--- src/rtl/sap_pkg.sv ---
// Package for the servo angle to pulse width mapper.
// Holds payload and limit structs, register indexes, constants and the clamp function.
// No dependencies.
package sap_pkg;

  localparam int unsigned ANGW = 28;
  localparam int unsigned PULW = 13;
  localparam int unsigned QW   = 13;
  localparam int unsigned DENW = 20;
  localparam int unsigned REMW = 33;

  localparam logic signed [ANGW-1:0] ANGLE_LO      = -28'sd23592960;
  localparam logic signed [ANGW-1:0] ANGLE_HI      = 28'sd67108864;
  localparam logic signed [ANGW-1:0] RST_MIN_ANGLE = -28'sd5898240;
  localparam logic signed [ANGW-1:0] RST_MAX_ANGLE = 28'sd5898240;
  localparam logic [PULW-1:0]        PULSE_HI      = 13'd6000;
  localparam logic [PULW-1:0]        RST_MIN_PULSE = 13'd500;
  localparam logic [PULW-1:0]        RST_MAX_PULSE = 13'd2500;

  typedef enum logic [2:0] {
    REG_ANGLE_OFFSET = 3'd0,
    REG_MIN_ANGLE    = 3'd1,
    REG_MAX_ANGLE    = 3'd2,
    REG_MIN_PULSE    = 3'd3,
    REG_MAX_PULSE    = 3'd4,
    REG_LIMITS_FIXED = 3'd5
  } sap_reg_t;

  typedef struct packed {
    logic signed [31:0] commanded_angle;
    logic [7:0]         intensity;
  } sap_in_t;

  typedef struct packed {
    logic [PULW-1:0]        pulse_width_us;
    logic                   drive_enabled;
    logic signed [ANGW-1:0] angle_readback;
  } sap_out_t;

  typedef struct packed {
    logic signed [ANGW-1:0] amin;
    logic signed [ANGW-1:0] amax;
    logic signed [ANGW-1:0] off;
    logic [PULW-1:0]        pmin;
    logic [PULW-1:0]        dp_mag;
    logic                   dp_neg;
    logic [DENW-1:0]        den_mag;
    logic                   den_neg;
    logic                   den_zero;
  } sap_lim_t;

  typedef struct packed {
    logic [REMW-1:0]        rem;
    logic [QW-1:0]          quo;
    logic                   neg;
    logic signed [ANGW-1:0] rb;
    logic                   on;
  } sap_div_t;

  function automatic logic signed [32:0] clip_s33(input logic signed [32:0] lo,
                                                  input logic signed [32:0] v,
                                                  input logic signed [32:0] hi);
    logic signed [32:0] res;
    if (v < lo) begin
      res = lo;
    end else if (v > hi) begin
      res = hi;
    end else begin
      res = v;
    end
    return res;
  endfunction

endpackage

--- src/rtl/sap_cfg.sv ---
// Configuration registers and derived effective limits.
// Two register levels: clamped limits and offset, then span, pulse delta and divisor.
// Depends on sap_pkg.
module sap_cfg (
  input  logic              clk,
  input  logic              rst_n,
  input  logic              cfg_wr_en,
  input  logic [2:0]        cfg_index,
  input  logic [31:0]       cfg_wdata,
  output sap_pkg::sap_lim_t lim
);
  import sap_pkg::*;

  logic signed [31:0]     offset_r;
  logic signed [31:0]     min_ang_r;
  logic signed [31:0]     max_ang_r;
  logic [15:0]            min_pul_r;
  logic [15:0]            max_pul_r;
  logic                   fixed_r;

  logic signed [ANGW-1:0] amin_nxt, amax_nxt, off_nxt;
  logic [PULW-1:0]        pmin_nxt, pmax_nxt;
  logic signed [ANGW-1:0] amin_r, amax_r, off_r;
  logic [PULW-1:0]        pmin_r, pmax_r;

  logic signed [PULW:0]   dp_c;
  logic signed [ANGW-1:0] span_c;
  logic signed [DENW-1:0] den_c;
  logic [PULW-1:0]        dp_mag_nxt, dp_mag_r;
  logic                   dp_neg_nxt, dp_neg_r;
  logic [DENW-1:0]        den_mag_nxt, den_mag_r;
  logic                   den_neg_nxt, den_neg_r;
  logic                   den_zero_nxt, den_zero_r;

  always_ff @(posedge clk) begin
    if (!rst_n) begin
      offset_r  <= '0;
      min_ang_r <= 32'(RST_MIN_ANGLE);
      max_ang_r <= 32'(RST_MAX_ANGLE);
      min_pul_r <= 16'(RST_MIN_PULSE);
      max_pul_r <= 16'(RST_MAX_PULSE);
      fixed_r   <= 1'b0;
    end else if (cfg_wr_en) begin
      unique case (sap_reg_t'(cfg_index))
        REG_ANGLE_OFFSET: offset_r  <= cfg_wdata;
        REG_MIN_ANGLE:    min_ang_r <= cfg_wdata;
        REG_MAX_ANGLE:    max_ang_r <= cfg_wdata;
        REG_MIN_PULSE:    min_pul_r <= cfg_wdata[15:0];
        REG_MAX_PULSE:    max_pul_r <= cfg_wdata[15:0];
        REG_LIMITS_FIXED: fixed_r   <= cfg_wdata[0];
        default: ;
      endcase
    end
  end

  always_comb begin
    if (fixed_r) begin
      amin_nxt = RST_MIN_ANGLE;
      amax_nxt = RST_MAX_ANGLE;
      pmin_nxt = RST_MIN_PULSE;
      pmax_nxt = RST_MAX_PULSE;
    end else begin
      amin_nxt = ANGW'(clip_s33(33'(ANGLE_LO), 33'(min_ang_r), 33'(ANGLE_HI)));
      amax_nxt = ANGW'(clip_s33(33'(ANGLE_LO), 33'(max_ang_r), 33'(ANGLE_HI)));
      pmin_nxt = (min_pul_r > 16'(PULSE_HI)) ? PULSE_HI : min_pul_r[PULW-1:0];
      pmax_nxt = (max_pul_r > 16'(PULSE_HI)) ? PULSE_HI : max_pul_r[PULW-1:0];
    end
    off_nxt = ANGW'(clip_s33(33'(amin_nxt), 33'(offset_r), 33'(amax_nxt)));
  end

  always_comb begin
    dp_c         = $signed({1'b0, pmax_r}) - $signed({1'b0, pmin_r});
    dp_neg_nxt   = dp_c[PULW];
    dp_mag_nxt   = dp_neg_nxt ? PULW'(-dp_c) : dp_c[PULW-1:0];
    span_c       = amax_r - amin_r;
    den_c        = span_c[ANGW-1:8];
    den_neg_nxt  = den_c[DENW-1];
    den_mag_nxt  = den_neg_nxt ? DENW'(-den_c) : den_c;
    den_zero_nxt = (den_c == '0);
  end

  always_ff @(posedge clk) begin
    amin_r     <= amin_nxt;
    amax_r     <= amax_nxt;
    off_r      <= off_nxt;
    pmin_r     <= pmin_nxt;
    pmax_r     <= pmax_nxt;
    dp_mag_r   <= dp_mag_nxt;
    dp_neg_r   <= dp_neg_nxt;
    den_mag_r  <= den_mag_nxt;
    den_neg_r  <= den_neg_nxt;
    den_zero_r <= den_zero_nxt;
  end

  always_comb begin
    lim.amin     = amin_r;
    lim.amax     = amax_r;
    lim.off      = off_r;
    lim.pmin     = pmin_r;
    lim.dp_mag   = dp_mag_r;
    lim.dp_neg   = dp_neg_r;
    lim.den_mag  = den_mag_r;
    lim.den_neg  = den_neg_r;
    lim.den_zero = den_zero_r;
  end

endmodule

--- src/rtl/sap_front.sv ---
// Front pipeline: input register, offset add, angle clamp, scaling and multiply.
// Five stages, each with its own valid bit; hands magnitude and sign to the divider.
// Depends on sap_pkg.
module sap_front (
  input  logic              clk,
  input  logic              rst_n,
  input  logic              in_valid,
  output logic              in_ready,
  input  sap_pkg::sap_in_t  in_data,
  input  sap_pkg::sap_lim_t lim,
  output logic              out_valid,
  input  logic              out_ready,
  output sap_pkg::sap_div_t out_data
);
  import sap_pkg::*;

  logic v1_r, v2_r, v3_r, v4_r, v5_r;
  logic rdy1, rdy2, rdy3, rdy4, rdy5;

  logic signed [31:0]     p1_cmd_r;
  logic                   p1_on_r;
  logic signed [32:0]     sum_nxt, p2_sum_r;
  logic                   p2_on_r;
  logic signed [ANGW-1:0] ang_nxt, p3_ang_r;
  logic                   p3_on_r;
  logic signed [ANGW-1:0] diff_c;
  logic signed [DENW-1:0] a_nxt, p4_a_r;
  logic signed [ANGW-1:0] rb_nxt, p4_rb_r;
  logic                   p4_on_r;
  logic [DENW-1:0]        a_mag_c;
  logic [REMW-1:0]        prod_nxt, p5_prod_r;
  logic                   neg_nxt, p5_neg_r;
  logic signed [ANGW-1:0] p5_rb_r;
  logic                   p5_on_r;

  always_comb begin
    rdy5     = !v5_r || out_ready;
    rdy4     = !v4_r || rdy5;
    rdy3     = !v3_r || rdy4;
    rdy2     = !v2_r || rdy3;
    rdy1     = !v1_r || rdy2;
    in_ready = rdy1;
  end

  always_ff @(posedge clk) begin
    if (!rst_n) begin
      v1_r <= 1'b0;
      v2_r <= 1'b0;
      v3_r <= 1'b0;
      v4_r <= 1'b0;
      v5_r <= 1'b0;
    end else begin
      if (rdy1) v1_r <= in_valid;
      if (rdy2) v2_r <= v1_r;
      if (rdy3) v3_r <= v2_r;
      if (rdy4) v4_r <= v3_r;
      if (rdy5) v5_r <= v4_r;
    end
  end

  always_comb begin
    sum_nxt  = 33'(p1_cmd_r) + 33'($signed(lim.off));
    ang_nxt  = ANGW'(clip_s33(33'($signed(lim.amin)), p2_sum_r, 33'($signed(lim.amax))));
    diff_c   = p3_ang_r - $signed(lim.amin);
    a_nxt    = diff_c[ANGW-1:8];
    rb_nxt   = p3_ang_r - $signed(lim.off);
    a_mag_c  = p4_a_r[DENW-1] ? DENW'(-p4_a_r) : p4_a_r;
    prod_nxt = {{(REMW-DENW){1'b0}}, a_mag_c} * {{(REMW-PULW){1'b0}}, lim.dp_mag};
    neg_nxt  = p4_a_r[DENW-1] ^ lim.dp_neg ^ lim.den_neg;
  end

  always_ff @(posedge clk) begin
    if (rdy1) begin
      p1_cmd_r <= in_data.commanded_angle;
      p1_on_r  <= (in_data.intensity != 8'd0);
    end
    if (rdy2) begin
      p2_sum_r <= sum_nxt;
      p2_on_r  <= p1_on_r;
    end
    if (rdy3) begin
      p3_ang_r <= ang_nxt;
      p3_on_r  <= p2_on_r;
    end
    if (rdy4) begin
      p4_a_r  <= a_nxt;
      p4_rb_r <= rb_nxt;
      p4_on_r <= p3_on_r;
    end
    if (rdy5) begin
      p5_prod_r <= prod_nxt;
      p5_neg_r  <= neg_nxt;
      p5_rb_r   <= p4_rb_r;
      p5_on_r   <= p4_on_r;
    end
  end

  always_comb begin
    out_valid    = v5_r;
    out_data.rem = p5_prod_r;
    out_data.quo = '0;
    out_data.neg = p5_neg_r;
    out_data.rb  = p5_rb_r;
    out_data.on  = p5_on_r;
  end

endmodule

--- src/rtl/sap_div_stage.sv ---
// One stage of the restoring divider: resolves a single quotient bit.
// Holds its own valid bit and item; the divisor magnitude comes from the limit block.
// Depends on sap_pkg.
module sap_div_stage #(
  parameter int unsigned SHIFT = 0
) (
  input  logic                      clk,
  input  logic                      rst_n,
  input  logic                      in_valid,
  output logic                      in_ready,
  input  sap_pkg::sap_div_t         in_data,
  input  logic [sap_pkg::DENW-1:0]  den_mag,
  output logic                      out_valid,
  input  logic                      out_ready,
  output sap_pkg::sap_div_t         out_data
);
  import sap_pkg::*;

  logic            v_r;
  sap_div_t        d_r;
  sap_div_t        d_nxt;
  logic [REMW-1:0] trial_c;

  always_comb begin
    in_ready = !v_r || out_ready;
    trial_c  = {{(REMW-DENW){1'b0}}, den_mag} << SHIFT;
    d_nxt    = in_data;
    if (in_data.rem >= trial_c) begin
      d_nxt.rem = in_data.rem - trial_c;
      d_nxt.quo = in_data.quo | (QW'(1) << SHIFT);
    end
  end

  always_ff @(posedge clk) begin
    if (!rst_n) begin
      v_r <= 1'b0;
    end else if (in_ready) begin
      v_r <= in_valid;
    end
  end

  always_ff @(posedge clk) begin
    if (in_ready) begin
      d_r <= d_nxt;
    end
  end

  assign out_valid = v_r;
  assign out_data  = d_r;

endmodule

--- src/rtl/servo_angle_to_pulse_top.sv ---
// Top level of the servo angle to pulse width mapper.
// Instantiates sap_cfg, sap_front and a chain of sap_div_stage; holds the output register.
// Depends on sap_pkg.
//
// Takes one item per clock while the output side does not stall and returns one result
// per item, in order, through five front stages (input register, offset add, angle
// clamp, scaling, 20x13 multiply), thirteen divider stages that each resolve one
// quotient bit, and the output register. The thirteen divider stages form a restoring
// divider. Each stage holds its item until the next one frees, so bubbles close up
// and a stall drops or repeats nothing. After a configuration write the derived
// limits settle through the two register levels of sap_cfg, in step with the
// stages that read them.
module servo_angle_to_pulse_top (
  input  logic              clk,
  input  logic              rst_n,
  input  logic              cfg_wr_en,
  input  logic [2:0]        cfg_index,
  input  logic [31:0]       cfg_wdata,
  input  logic              in_valid,
  output logic              in_ready,
  input  sap_pkg::sap_in_t  in_data,
  output logic              out_valid,
  input  logic              out_ready,
  output sap_pkg::sap_out_t out_data
);
  import sap_pkg::*;

  sap_lim_t lim;

  logic     div_v   [0:QW];
  logic     div_rdy [0:QW];
  sap_div_t div_d   [0:QW];

  logic                   out_valid_r;
  sap_out_t               out_data_r;
  sap_out_t               out_nxt;
  logic signed [PULW:0]   q_c;

  sap_cfg u_cfg (
    .clk       (clk),
    .rst_n     (rst_n),
    .cfg_wr_en (cfg_wr_en),
    .cfg_index (cfg_index),
    .cfg_wdata (cfg_wdata),
    .lim       (lim)
  );

  sap_front u_front (
    .clk       (clk),
    .rst_n     (rst_n),
    .in_valid  (in_valid),
    .in_ready  (in_ready),
    .in_data   (in_data),
    .lim       (lim),
    .out_valid (div_v[0]),
    .out_ready (div_rdy[0]),
    .out_data  (div_d[0])
  );

  genvar k;
  generate
    for (k = 0; k < QW; k++) begin : g_div
      sap_div_stage #(
        .SHIFT (QW - 1 - k)
      ) u_stage (
        .clk       (clk),
        .rst_n     (rst_n),
        .in_valid  (div_v[k]),
        .in_ready  (div_rdy[k]),
        .in_data   (div_d[k]),
        .den_mag   (lim.den_mag),
        .out_valid (div_v[k+1]),
        .out_ready (div_rdy[k+1]),
        .out_data  (div_d[k+1])
      );
    end
  endgenerate

  assign div_rdy[QW] = !out_valid_r || out_ready;

  always_comb begin
    q_c = div_d[QW].neg ? -$signed({1'b0, div_d[QW].quo}) : $signed({1'b0, div_d[QW].quo});
    out_nxt.pulse_width_us = lim.den_zero ? lim.pmin
                                          : PULW'(q_c + $signed({1'b0, lim.pmin}));
    out_nxt.drive_enabled  = div_d[QW].on;
    out_nxt.angle_readback = div_d[QW].rb;
  end

  always_ff @(posedge clk) begin
    if (!rst_n) begin
      out_valid_r <= 1'b0;
    end else if (div_rdy[QW]) begin
      out_valid_r <= div_v[QW];
    end
  end

  always_ff @(posedge clk) begin
    if (div_rdy[QW]) begin
      out_data_r <= out_nxt;
    end
  end

  assign out_valid = out_valid_r;
  assign out_data  = out_data_r;

endmodule
--- config.mk ---
export PLATFORM = sky130hd
export DESIGN_NAME = servo_angle_to_pulse_top
export DESIGN_NICKNAME = d
export VERILOG_FILES = /design/src/rtl/sap_pkg.sv /design/src/rtl/sap_cfg.sv /design/src/rtl/sap_front.sv /design/src/rtl/sap_div_stage.sv /design/src/rtl/servo_angle_to_pulse_top.sv
export SDC_FILE = /design/constraint.sdc
export NUM_CORES = 2
export LEC_CHECK = 0
export ABC_AREA = 1
export BUFFER_PORTS_ARGS = -buffer_cell sky130_fd_sc_hd__clkbuf_2
export CELL_PAD_IN_SITES_DETAIL_PLACEMENT = 2
export CELL_PAD_IN_SITES_GLOBAL_PLACEMENT = 2
export CORE_MARGIN = 2
export CORE_UTILIZATION = 42
export DETAILED_ROUTE_END_ITERATION = 8
export GPL_TIMING_DRIVEN = 0
export PLACE_DENSITY_LB_ADDON = 0.1
export SLEW_MARGIN = 20
export SYNTH_ARGS = -nofsm -noshare
export SYNTH_HDL_FRONTEND = slang
export SYNTH_SLANG_ARGS = --single-unit
--- constraint.sdc ---
create_clock -name clk -period 7.4 [get_ports clk]
set_input_delay 0.37 -clock clk [delete_from_list [all_inputs] [get_ports clk]]
set_output_delay 0.37 -clock clk [all_outputs]
set_load 0.03 [all_outputs]
# After elaboration in Yosys (flattened, before gate mapping)

Cells that the tools add are included.

Register bits after elaboration: 1499
Input bits: 80
Logic and storage cells: 261

$add $sub $neg: 22
$mul: 1
Magnitude comparators: 23
Equality and inequality tests: 5
Multiplexer cells: 29
Bitwise operators: 2
Reductions and logical operators: 49

Operators with widths:

| operator               | count |
|---|---|
| $mux W46               | 12 |
| $mux W28               | 10 |
| $sub A28 B28 Y28       | 3 |
| $mux W13               | 5 |
| $gt A32 B28 Y1 const B | 2 |
| $lt A32 B26 Y1 const B | 2 |
| $neg A20 Y20           | 2 |
| $add A32 B28 Y33       | 1 |
| $ge A33 B20 Y1         | 1 |
| $ge A33 B21 Y1         | 1 |
| $ge A33 B22 Y1         | 1 |
| $ge A33 B23 Y1         | 1 |
| $ge A33 B24 Y1         | 1 |
| $ge A33 B25 Y1         | 1 |
| $ge A33 B26 Y1         | 1 |
| $ge A33 B27 Y1         | 1 |
| $ge A33 B28 Y1         | 1 |
| $ge A33 B29 Y1         | 1 |
| $ge A33 B30 Y1         | 1 |
| $ge A33 B31 Y1         | 1 |
| $ge A33 B32 Y1         | 1 |
| $gt A33 B28 Y1         | 1 |
| $lt A33 B28 Y1         | 1 |
| $mul A20 B13 Y33       | 1 |
| 31 further kinds       | 78 |

# Longest topological paths before layout

Depth in word-level cells: 20
Mapped depth: 37

# Hierarchy

Synthesis repeated with hierarchy kept, for this count alone.

Cells, all modules: 12134
Area total of the unflattened synthesis: 98638.4 um^2

By module, submodules not included:

| module                             | times used | cells an instance | area each (um^2) |
|---|---|---|---|
| sap_front                          | 1          | 2772              | 22892.0 |
| sap_cfg                            | 1          | 1883              | 13852.0 |
| sap_div_stage at g_div[12].u_stage | 1          | 653               | 4964.8 |
| sap_div_stage at g_div[10].u_stage | 1          | 607               | 4857.2 |
| sap_div_stage at g_div[8].u_stage  | 1          | 589               | 4714.5 |
| sap_div_stage at g_div[11].u_stage | 1          | 582               | 4699.5 |
| sap_div_stage at g_div[9].u_stage  | 1          | 587               | 4694.5 |
| sap_div_stage at g_div[6].u_stage  | 1          | 583               | 4652.0 |
| sap_div_stage at g_div[5].u_stage  | 1          | 571               | 4619.4 |
| sap_div_stage at g_div[7].u_stage  | 1          | 564               | 4594.4 |
| sap_div_stage at g_div[4].u_stage  | 1          | 544               | 4570.6 |
| sap_div_stage at g_div[3].u_stage  | 1          | 527               | 4449.3 |
| sap_div_stage at g_div[2].u_stage  | 1          | 506               | 4374.2 |
| sap_div_stage at g_div[1].u_stage  | 1          | 474               | 4224.1 |
| +2 rows                            | n/a        | n/a               | n/a |

# Worst setup path before layout

OpenSTA, ideal clock, no wires.

Path kind: register -> register
From: register u_front.p4_a_r[0]
To: register u_front.p5_prod_r[24] (data pin)
Setup time: 0.259 ns
Arrival time: 6.394 ns
Data required time: 7.141 ns
Slack: 0.747 ns
Cell stages (with the launch flop): 36
Path buffers: 2
Period minus slack after synthesis: 6.653 ns
Cell sequence: edfxtp_1 -> clkbuf_1 -> clkbuf_1 -> inv_1 -> ha_1 -> inv_1 -> nor2_1 -> inv_1 -> nor3_1 -> inv_1 -> o21ai_0 -> or2_2 -> nand2_1 -> inv_1 -> nor2_1 -> fa_1 -> inv_1 -> fa_1 -> inv_1 -> fa_1 -> fa_1 -> inv_1 -> fa_1 -> inv_1 -> ha_1 -> inv_1 -> o21ai_0 -> a21oi_1 -> o21ai_0 -> a21boi_1 -> o21ai_1 -> a21oi_1 -> o21ai_1 -> nand2_1 -> nand2_1 -> xor2_1

Cells in the longest elaborated chain, start to end: 3

RTL lines:

| item                           | line            | text |
|---|---|---|
| start, declared                | sap_front.sv:27 | `logic signed [DENW-1:0] a_nxt, p4_a_r;` |
| start signal, assigned         | sap_front.sv:86 | `p4_a_r <= a_nxt;` |
| $neg A20 Y20                   | sap_front.sv:67 | `a_mag_c = p4_a_r[DENW-1] ? DENW'(-p4_a_r) : p4_a_r;` |
| $mux W20 (*)                   | sap_front.sv:67 |  |
| $mul A20 B13 Y33 (*)           | sap_front.sv:68 | `prod_nxt = {{(REMW-DENW){1'b0}}, a_mag_c} * {{(REMW-PULW){1'b0}}, lim.dp_mag};` |
| named net u_front.prod_nxt[24] | sap_front.sv:31 | `logic [REMW-1:0] prod_nxt, p5_prod_r;` |
| end signal, assigned           | sap_front.sv:91 | `p5_prod_r <= prod_nxt;` |
| end, declared                  | sap_front.sv:31 |  |

The timed path passes the listed nets; every way through them passes the cells marked *.
A chain may end at the register's enable or synchronous reset.

# Worst setup path after layout

From: register u_front.p4_a_r[0]
To: register u_front.p5_prod_r[32] (data pin)

Same word-level chain as after synthesis.

==> flow_summary.yaml <==
grt:
  grt_pass1_vias: 73727
  grt_max_degree: 69
  grt_pass1_wl_um: 485000
  grt_util_all_layers_pct: 33.0
  grt-ovfl-total: 0
  antenna_found_initial: 25
synth:
  ys_types: 65
  synth_edf_count: 1127
  synthXorXnorAreaFrac_pct: 4.48
  syn_inst: 8455
  ys.flop_type: "edfxtp_1"
  synth_top_family_by_area: "simple AND/OR/NAND/NOR gates"
  ys_warn_count: 0
  syn-num-nets: 9355
  synth-seq-cells: 1421
  syn_area_mm2: 0.0812
  synth-simple-area-share_pct: 15.1
  ys_seq_area_share_pct: 48.9
  syn_area_per_cell_um2: 9.60
  ys_async_sr_fraction_pct: 0
  synth_compound_area_share_pct: 10.6
  yosys.area_share.adder_pct: 14.6
  synth_mux_area_share_pct: 0
floorplan:
  start_util_pct: 42.2
  row_count: 161
  die-area_mm2: 0.197
  io_pins: 124
  coreArea_mm2: 0.192
  die_w_um: 444
  die_height_um: 444
setup_path:
  crit_buf_inv: 12
  slowest_stage: "fa_1"
  path_class: "register to register"
  slowest_delay_ns: 0.62
  path_max_fanout: 9
  crit_path_frequent_cell: "inv_1"
  cp.required_ns: 7.94
  cp_top_family: "adder cells"
  crit_arrival_ns: 7.81
  start_kind: "register"
  cp-end-kind: "register"
layout:
  final_nets: 9769
  final_util_pct: 48.0
  layout_commonest_cell: "nand2_1"
  final_cell_mix: "1,425 x nand2_1, 1,139 x inv_1, 1,127 x edfxtp_1"
  layout-drive-gt1-share_pct: 7.34
  area.growth.synth_to_final_pct: 13.6
placement:
  place_congestion: 0.913
  io_buffers: 123
  place_hpwl_um: 247000
clocking:
  clk_path_buf_depth: 3
  cts_root_buf: "clkbuf_16"
  cts.sinks: 1421
  cts.clk_slew.worst_paths_ns: 0.06
  cts_tree: "done"
  h-tree-depth: 4
  clk_latency_ns: 0.83
  cts_made_buffers: 162
routing:
  dr.pass1.iters: 5
  wl_um: 327000
  avgViaCountPerCell: 5.76
  drtIter0Drc: 5082
  drcViolationCount: 0
  avgRoutedWirePerCell_um: 28.3
  ant_nets: 0
  routed-via-count: 66392
sta:
  worst_pin_slew_ns: 1.24
  slew_viol_final: 0
  finClkSkew_ns: 0.0257
  final-hold-violation-count: 0
  setup_viol: 0
  rsz0062_at_grt: "yes"
  min_period_ns: 7.27
  fin_setup_tns_ns: 0
  relSlewSlack_pct: 17.0
  timing.fmax_ghz: 0.138
  post-route-period-util_pct: 98.2
worst_hold_path:
  hold_class: "input pin to register"
run_status:
  status: "completed"
flow_run:
  drv_cap: 0
-- final timing paths --
kind | start | to | slack (ns) | cells after the start
worst max-delay path | u_front.p4_a_r[0]$_DFFE_PP_ | u_front.p5_prod_r[32]$_DFFE_PP_ | 0.13 | 33
worst min-delay path | out_ready | out_valid$_SDFFE_PN0P_ | 0.06 | 4
worst max register to register | u_front.p4_a_r[0]$_DFFE_PP_ | u_front.p5_prod_r[32]$_DFFE_PP_ | 0.13 | 33
worst min register to register | g_div[7].u_stage.out_data[18]$_DFFE_PP_ | g_div[8].u_stage.out_data[18]$_DFFE_PP_ | 0.41 | 0
-- state kept, by name, summed over array words and instances (netlist names), 13 cells and up --
name	cells
u_cfg.max_ang_r	32
u_cfg.pmax_r	13
g_div.u_stage.out_data	877
u_cfg.min_ang_r	32
u_front.p3_ang_r	28
u_cfg.offset_r	32
u_front.p5_rb_r	28
out_data	42
u_front.p4_a_r	20
u_cfg.max_pul_r	16
u_cfg.min_pul_r	16
u_cfg.den_mag_r	20
u_front.p1_cmd_r	32
u_cfg.amin_r	28
u_cfg.amax_r	28
u_front.p5_prod_r	33
g_div.u_stage.out_valid	13
u_front.p2_sum_r	33
u_cfg.off_r	28
u_front.p4_rb_r	28
u_cfg.pmin_r	13
u_cfg.dp_mag_r	13
-- cell usage after synthesis, drive strengths merged, types with 66 or more instances --
master | number | area, um2
nand3 | 333 | 1700
xnor2 | 168 | 1480
a21oi | 656 | 3300
clkbuf | 110 | 413
nor4 | 66 | 428
ha | 606 | 7580
nor3 | 119 | 596
fa | 214 | 4280
nor2 | 728 | 2820
nand2 | 1453 | 5510
xor2 | 246 | 2150
o21ai | 645 | 3240
edfxtp | 1127 | 33800
dfxtp | 294 | 5890
a31oi | 66 | 413
nand4 | 98 | 628
inv | 1180 | 4430
-- layer usage --
| layer | GRT usage (%) | share of wire (%) | vias to the layer above |
|---|---|---|---|
| met5 | 0 | 0.021 | - |
| met4 | 11.8 | 4.0 | 10 |
| met3 | 4.36 | 5.5 | 621 |
| met2 | 56.9 | 49 | 1973 |
| met1 | 42.4 | 42 | 34185 |
| li1 | - | - | 29603 |
-- metrics by stage --
step           std cells  setup WS, ns  hold WS (ns)  instance area, um2
5_1_grt            11524        -0.225        0.0532               92300
2_1_floorplan       8455         0.747         0.400               81200
3_3_place_gp       11104         -2.08         0.400               85000
3_5_place_dp       11120         -2.65         0.405               85400
6_report           11525         0.130        0.0584               92300
4_1_cts            11503       0.00402        0.0486               91900
-- worst min-delay path: stages --
cell and delay, ns:
clkbuf_2 0.10, nor2_4 0.07, nor2_1 0.20, nor2_1 0.06
-- area by class of cell --
class,instances,area [um2]
Antenna cell,4,10.0
Buffer,148,629
Clock buffer,214,4570
Clock inverter,76,748
Fill cell,20271,100000
Inverter,1186,4500
Multi-Input combinational cell,5705,36900
Sequential cell,1421,39700
Tap cell,2526,3160
Timing Repair Buffer,245,1990
-- what timing repair did --
| action | 4_1_cts | 5_1_grt |
|---|---|---|
| setup endpoints to repair | 366 | 17 |
| pin swaps | 15 | 25 |
| hold buffers | 73 | 0 |
| resized for setup | 69 | 66 |
| endpoints found under the hold margin | 135 | 0 |
| cloned | 7 | 1 |
| buffers inserted | 15 | 18 |
-- kinds of logic (layout without fill, tap and decap cells) --
kind of cell             after synthesis  after routing
AO/OA/AOI/OAI                       1581           1581
XOR/XNOR                             414            414
adder cells (fa/ha/maj)              820            820
buffers and inverters               1337           1869
flip-flops                          1421           1421
other                                  0              4
AND/OR/NAND/NOR                     2882           2890
Power is left out: the tool's default activity adds up to more than one toggle a clock period on the data nets, which glitch-free logic cannot reach.
